File: config.mk
export PLATFORM = sky130hd
export DESIGN_NAME = vfcm_div_stage
export DESIGN_NICKNAME = d
export VERILOG_FILES = /design/src/vfcm_div_stage.sv
export SDC_FILE = /design/constraint.sdc
export NUM_CORES = 1
export LEC_CHECK = 0
export ABC_AREA = 0
export ABC_CLOCK_PERIOD_IN_PS = 3200
export BUFFER_PORTS_ARGS = -buffer_cell sky130_fd_sc_hd__buf_4
export CORE_MARGIN = 2
export CORE_UTILIZATION = 49
export CTS_CLUSTER_DIAMETER = 80
export DETAILED_ROUTE_END_ITERATION = 8
export GPL_ROUTABILITY_DRIVEN = 0
export GPL_TIMING_DRIVEN = 0
export PLACE_DENSITY = 0.88
export SYNTH_ARGS = -nofsm -noshare
export SYNTH_HDL_FRONTEND = slang
export SYNTH_SLANG_ARGS = --single-unit
File: constraint.sdc
create_clock -name clk -period 3.2 [get_ports clk]
set_input_delay 0.32 -clock clk [delete_from_list [all_inputs] [get_ports clk]]
set_output_delay 0.32 -clock clk [all_outputs]
set_load 0.05 [all_outputs]
File: src/vfcm_div_stage.sv
// One restoring division step: produces one quotient bit per stage.
// No package dependency; instantiated once per quotient bit by the top level.
`default_nettype none
module vfcm_div_stage #(
  parameter int SW = 16,
  parameter int FB = 16
) (
  input  wire logic          clk,
  input  wire logic          rst_n,
  input  wire logic          en,
  input  wire logic          vld_i,
  input  wire logic [SW:0]   r_i,
  input  wire logic [FB:0]   q_i,
  input  wire logic [SW-1:0] den,
  output logic               vld_o,
  output logic [SW:0]        r_o,
  output logic [FB:0]        q_o
);

  logic          vld_r;
  logic [SW:0]   r_r, r_nxt;
  logic [FB:0]   q_r, q_nxt;
  logic          ge;
  logic [SW:0]   d;

  always_comb begin
    ge = r_i >= {1'b0, den};
    d = ge ? (r_i - {1'b0, den}) : r_i;
    r_nxt = {d[SW-1:0], 1'b0};
    q_nxt = {q_i[FB-1:0], ge};
  end

  always_ff @(posedge clk) begin
    if (!rst_n) begin
      vld_r <= 1'b0;
    end else if (en) begin
      vld_r <= vld_i;
    end
  end

  always_ff @(posedge clk) begin
    if (en) begin
      r_r <= r_nxt;
      q_r <= q_nxt;
    end
  end

  assign vld_o = vld_r;
  assign r_o = r_r;
  assign q_o = q_r;

endmodule
`default_nettype wire

# [Word-level counts from Yosys, hierarchy flattened]
# Cells that the tools add are included.
[totals] mem_bits_rw=0 elab_cells=6 register_bits=34 latchBits=0 romBits=0 mem_count=0
[op_classes] bitwise=0 reduce_logical=0 shift=0 order_cmp=1 n_mux=1 n_div=0 add_sub_neg=1 multipliers=0 n_eq_ne=0
[op_table] operator=">= comparator 17 x 16 -> 1 bit" count=1
[op_table] operator="2-to-1 mux 16 bit" count=1
[op_table] operator="subtractor 16 bit" count=1

# [Longest topological paths before layout]
[depth] ltp_word=2 ltp_mapped=12 mapped_depth_nobuf=9

# [Worst setup path before layout]
# OpenSTA, ideal clock, no wires.
[synth_timing] kind="input-to-reg" from="in den[12]" to="reg r_r[11] (netlist: r_o[11]), data pin" t_required_ns=2.940 path_stages=12 arrival_time_ns=2.274 path_slack_ns=0.666 cell_sequence="inv_1 ha_1 buf_6 and2_4 buf_6 a221o_1 a21boi_4 and2_4 buf_8 inv_4 buf_12 mux2_4"
[synth_via] elab_chain_len=2
[synth_rtl] element="start: declaration" line="14" text="input wire logic [SW-1:0] den,"
[synth_rtl] element=">= comparator 17 x 16 -> 1 bit" line="27" text="ge = r_i >= {1'b0, den};"
[synth_rtl] element="via ge" line="23" text="logic ge;"
[synth_rtl] element="2-to-1 mux 16 bit" line="28" text="d = ge ? (r_i - {1'b0, den}) : r_i;"
[synth_rtl] element="via d[10]" line="24" text="logic [SW:0] d;"
[synth_rtl] element="end signal: assignment" line="43" text="r_r <= r_nxt;"
[synth_rtl] element="end: declaration" line="21" text="logic [SW:0] r_r, r_nxt;"
# The timed path passes the listed nets, and every way through them passes these cells.
# A chain may end at the register's enable or synchronous reset.

# [Worst setup path after layout]
[layout_timing] from="in r_i[8]" to="reg r_r[9] (netlist: r_o[9]), data pin"
[layout_via] elab_chain_len=2
[layout_rtl] element="start: declaration" line="12" text="input wire logic [SW:0] r_i,"
[layout_rtl] element=">= comparator 17 x 16 -> 1 bit" line="27"
[layout_rtl] element="via ge" line="23"
[layout_rtl] element="2-to-1 mux 16 bit" line="28"
[layout_rtl] element="via d[8]" line="24"
# The timed path passes the listed nets, and every way through them passes these cells.

==> flow_summary.ini <==
[timing]
final_max_slew_viol_count = 0
timing.final.hold_violations = 0
final.setup.tns_ns = 0
fmaxAchievable_ghz = 0.374
setup-violations-final = 0
crit_path_time_final_ns = 2.67
finalWorstSetupSlack_ns = 0.527
clock-skew-final_ns = 0
rsz0062_at_grt = no
timing.final.crit_share_pct = 83.5

[critical_path]
cp-end-kind = register
regToRegStartpoint = vld_o
crit_path_start = r_i[8]
rrSetupSlack_ns = 2.62
path_depth = 11
crit_path_max_incr_delay_ns = 0.43
crit_path_max_fanout = 10
cell_chain_of_the_critical_path = buf_4 -> ha_1 -> a21oi_2 -> o21ai_1 -> a221o_1 -> a21boi_4 -> and2_4 -> buf_8 -> inv_4 -> buf_12 -> mux2_4
critPathLaunchType = primary input
path_buf_inv = 4
reg2regPathDepth = 2
category_of_cells_accounting_for_the_largest_share_of_critical_path_delay = compound AO/OA/AOI/OAI gates
critical_path.slowest_cell = sky130_fd_sc_hd__a221o_1
reg2reg_to = vld_o
cp.required_ns = 3.23
worst-setup-path-type = in -> reg
timing.critical_path.arrival_ns = 2.70

[clocking]
root_buffer = sky130_fd_sc_hd__clkbuf_8
clock_insertion_delay_worst_skew_ns = 0.28
clkSinkCount = 34
clock_tree_from_tritoncts = done
post-cts-setup-buffer-count = 0
cts_buffer_depth = 2
htreeDepth = 2
clkSlewWorstSetupHoldPaths_ns = 0.07
ctsResizeCount = 0
holdBufCountCts = 0
clock_buffers_created_by_tritoncts = 5

[yosys]
post_synth_xor_area_fraction_pct = 3.54
syn_inst = 191
synth_top_family_by_area = compound AO/OA/AOI/OAI gates
post_synthesis_share_of_cell_area_spent_on_and_or_nand_and_nor_gates_pct = 9.60
synthesis.area_mm2 = 0.00223
synth-compound-area-share_pct = 18.1
syn_area_per_cell_um2 = 11.7
synthDominantAreaCellType = sky130_fd_sc_hd__edfxtp_1
yosysWarningCount = 0
most_area_consuming_cells_after_synthesis = sky130_fd_sc_hd__edfxtp_1 (44%), sky130_fd_sc_hd__ha_1 (9.0%), sky130_fd_sc_hd__mux2_4 (5.4%), sky130_fd_sc_hd__inv_1 (3.2%), sky130_fd_sc_hd__o21ai_0 (2.0%)
synth-edff-count = 33
ys_dominant_reg_cell = sky130_fd_sc_hd__edfxtp_1
netlist.area_leader.share_pct = 44.4
ys_async_sr_fraction_pct = 0
post_synth_num_cell_types = 49
synth.net_count = 262
muxShareOfSynthArea_pct = 6.79
synth-adder-area-share_pct = 9.88
ys_ff_latch = 34
seq_area_frac_synth_pct = 45.3

[cells_and_area]
antenna_cells_inserted = 0
final_net_count = 355
stdcell_area_mm2 = 0.00302
area.growth.synth_to_final_pct = 35.6
num-fill-cells = 311
final_layout_size_suffix_gt1_share_pct = 40.0

[placed_design]
port_buffers = 86
place_area_mm2 = 0.00294
place.detailed.hpwl_um = 3740
dp_worst_setup_slack_ns = 0.284

[min_path]
hold_path_depth = 1
hold_path.class = in -> reg
hold_path_end = q_o[11]
worst_hold_startpoint = q_i[10]

[detailed_routing]
first_pass_iters = 4
initialDrtViolationCount = 106
post_drt_via_cell_ratio = 5.44
route.final.wire_length_um = 4970
drt-wirelength-per-cell_um = 14.7
remaining_drc_errors = 0
drt.antenna.violating_nets = 0
num_vias = 1832

[power]
total_leakage_power_nw = 1.44
irDropWorstVdd_mv = 0.209
p_sw_share_pct = 35.3
power_frac_seq_pct = 39.3
internal_power_w = 0.000931
clockPowerShare_pct = 21.1
power.net_switching_w = 0.000507
pwr_density_cell_mw_per_mm2 = 476
share_comb_of_total_power_pct = 39.6

[floorplan]
ioPinCount = 89
initial_utilization_pct = 51.2
floorplan.die.height_um = 71.5
area_inside_the_core_boundary_mm2 = 0.00435
die-width_um = 71.5
dieArea_mm2 = 0.00511
placement_rows = 24

[grt]
first_global_vias = 1714
antenna_found_initial = 0
grt_first_pass_wirelength_um = 7790
grt-ovfl-total = 0
grt_usage_pct = 19.5
grt_start_max_net_pins = 35

[run_status]
outcome = finished clean

[job]
timing.max_cap.violations = 0
[sequential cells by signal, indices dropped and copies added, names as in the netlist]
register,count
q_o,17
r_o,16
vld_o,1
[layer usage]
layer / up-vias / track usage [%] / wire [um]
li1: 893 / - / -
met1: 847 / 23.0 / 2060
met2: 86 / 33.7 / 2370
met3: 6 / 5.34 / 489
met4: 0 / 7.34 / 51
met5: - / 0 / 0
[worst register-to-register path: cells and delay by family (launching register included)]
kind             cells  cell delay, ns
flip-flops           1            0.31
multiplexers         1            0.12
AND/OR/NAND/NOR      1            0.06
[logic make-up after synthesis]
kind of cell | Yosys count
adder cells (fa/ha/maj) | 17
multiplexers | 11
AND/OR/NAND/NOR | 41
other | 1
XOR/XNOR | 9
buffers and inverters | 26
flip-flops | 34
AO/OA/AOI/OAI | 52
[how the worst max path moves through the flow]
stage	slack, ns	end
4_1_cts	0.57	r_o[11]
3_3_place_gp	0.33	r_o[3]
6_report	0.53	r_o[9]
3_5_place_dp	0.28	r_o[11]
2_1_floorplan	0.67	r_o[11]
5_1_grt	0.49	r_o[9]
[power by group through the flow]
stage          clock network, W  registers [W]  logic, W
2_1_floorplan                 0       0.000754  0.000215
3_3_place_gp                  0       0.000573  0.000556
3_5_place_dp                  0       0.000575  0.000567
4_1_cts                0.000313       0.000566  0.000570
5_1_grt                0.000327       0.000570  0.000604
6_report               0.000304       0.000565  0.000569
[placed cells by master, fill, tap and decap left out, types with 2 or more instances in the layout]
cell type	count
sky130_fd_sc_hd__nor3_1	3
sky130_fd_sc_hd__a211o_1	3
sky130_fd_sc_hd__o21ai_0	9
sky130_fd_sc_hd__o21a_1	6
sky130_fd_sc_hd__o211a_1	2
sky130_fd_sc_hd__xor2_1	4
sky130_fd_sc_hd__nand4_1	2
sky130_fd_sc_hd__a21boi_0	3
sky130_fd_sc_hd__and2_4	2
sky130_fd_sc_hd__xnor2_1	5
sky130_fd_sc_hd__mux2_4	8
sky130_fd_sc_hd__buf_6	2
sky130_fd_sc_hd__nor2_1	12
sky130_fd_sc_hd__clkbuf_1	2
sky130_fd_sc_hd__a21o_1	5
sky130_fd_sc_hd__clkbuf_8	5
sky130_fd_sc_hd__mux2i_1	2
sky130_fd_sc_hd__nand2b_1	2
sky130_fd_sc_hd__and3b_1	2
sky130_fd_sc_hd__a31oi_1	2
sky130_fd_sc_hd__o211ai_1	2
sky130_fd_sc_hd__o31ai_1	5
sky130_fd_sc_hd__and3_1	2
sky130_fd_sc_hd__inv_1	19
sky130_fd_sc_hd__ha_1	16
sky130_fd_sc_hd__nor2b_1	2
sky130_fd_sc_hd__edfxtp_1	33
sky130_fd_sc_hd__a21oi_1	3
sky130_fd_sc_hd__nand3_1	7
sky130_fd_sc_hd__clkinv_2	2
sky130_fd_sc_hd__buf_4	87
sky130_fd_sc_hd__nand2_1	5
sky130_fd_sc_hd__a211oi_1	3
[Yosys cell counts, types with 2 or more instances]
master                     instances
sky130_fd_sc_hd__a211o_1           3
sky130_fd_sc_hd__a211oi_1          3
sky130_fd_sc_hd__a21boi_0          3
sky130_fd_sc_hd__a21o_1            5
sky130_fd_sc_hd__a21oi_1           3
sky130_fd_sc_hd__a31oi_1           2
sky130_fd_sc_hd__and2_4            2
sky130_fd_sc_hd__and3_1            2
sky130_fd_sc_hd__and3b_1           2
sky130_fd_sc_hd__buf_6             2
sky130_fd_sc_hd__edfxtp_1         33
sky130_fd_sc_hd__ha_1             16
sky130_fd_sc_hd__inv_1            19
sky130_fd_sc_hd__mux2_4            8
sky130_fd_sc_hd__mux2i_1           2
sky130_fd_sc_hd__nand2_1           5
sky130_fd_sc_hd__nand2b_1          2
sky130_fd_sc_hd__nand3_1           7
sky130_fd_sc_hd__nand4_1           2
sky130_fd_sc_hd__nor2_1           12
sky130_fd_sc_hd__nor2b_1           2
sky130_fd_sc_hd__nor3_1            3
sky130_fd_sc_hd__o211a_1           2
sky130_fd_sc_hd__o211ai_1          2
sky130_fd_sc_hd__o21a_1            6
sky130_fd_sc_hd__o21ai_0           9
sky130_fd_sc_hd__o31ai_1           5
sky130_fd_sc_hd__xnor2_1           5
sky130_fd_sc_hd__xor2_1            4
[layout make-up]
cell class | instances | area [um2] | area share, %
inverter | 20 | 77.6 | 2.57
sequential | 34 | 1010 | 33.4
tap | 52 | 65.1 | 2.15
clock inverter | 2 | 10.0 | 0.331
clock buffer | 6 | 72.6 | 2.40
timing repair buffer | 86 | 646 | 21.4
buffer | 6 | 68.8 | 2.28
multi-input combinational | 131 | 1070 | 35.5
[through the flow]
step	hold WS, ns	total power (W)	cells	utilization, %
finish	0.208	0.00144	337	69.4
global placement	0.498	0.00113	329	67.5
detailed placement	0.500	0.00114	329	67.5
floorplan	0.419	0.000969	191	-
CTS	0.201	0.00145	337	69.4
global route	0.198	0.00150	337	69.4
No activity file was read; power rests on OpenSTA's default activity.
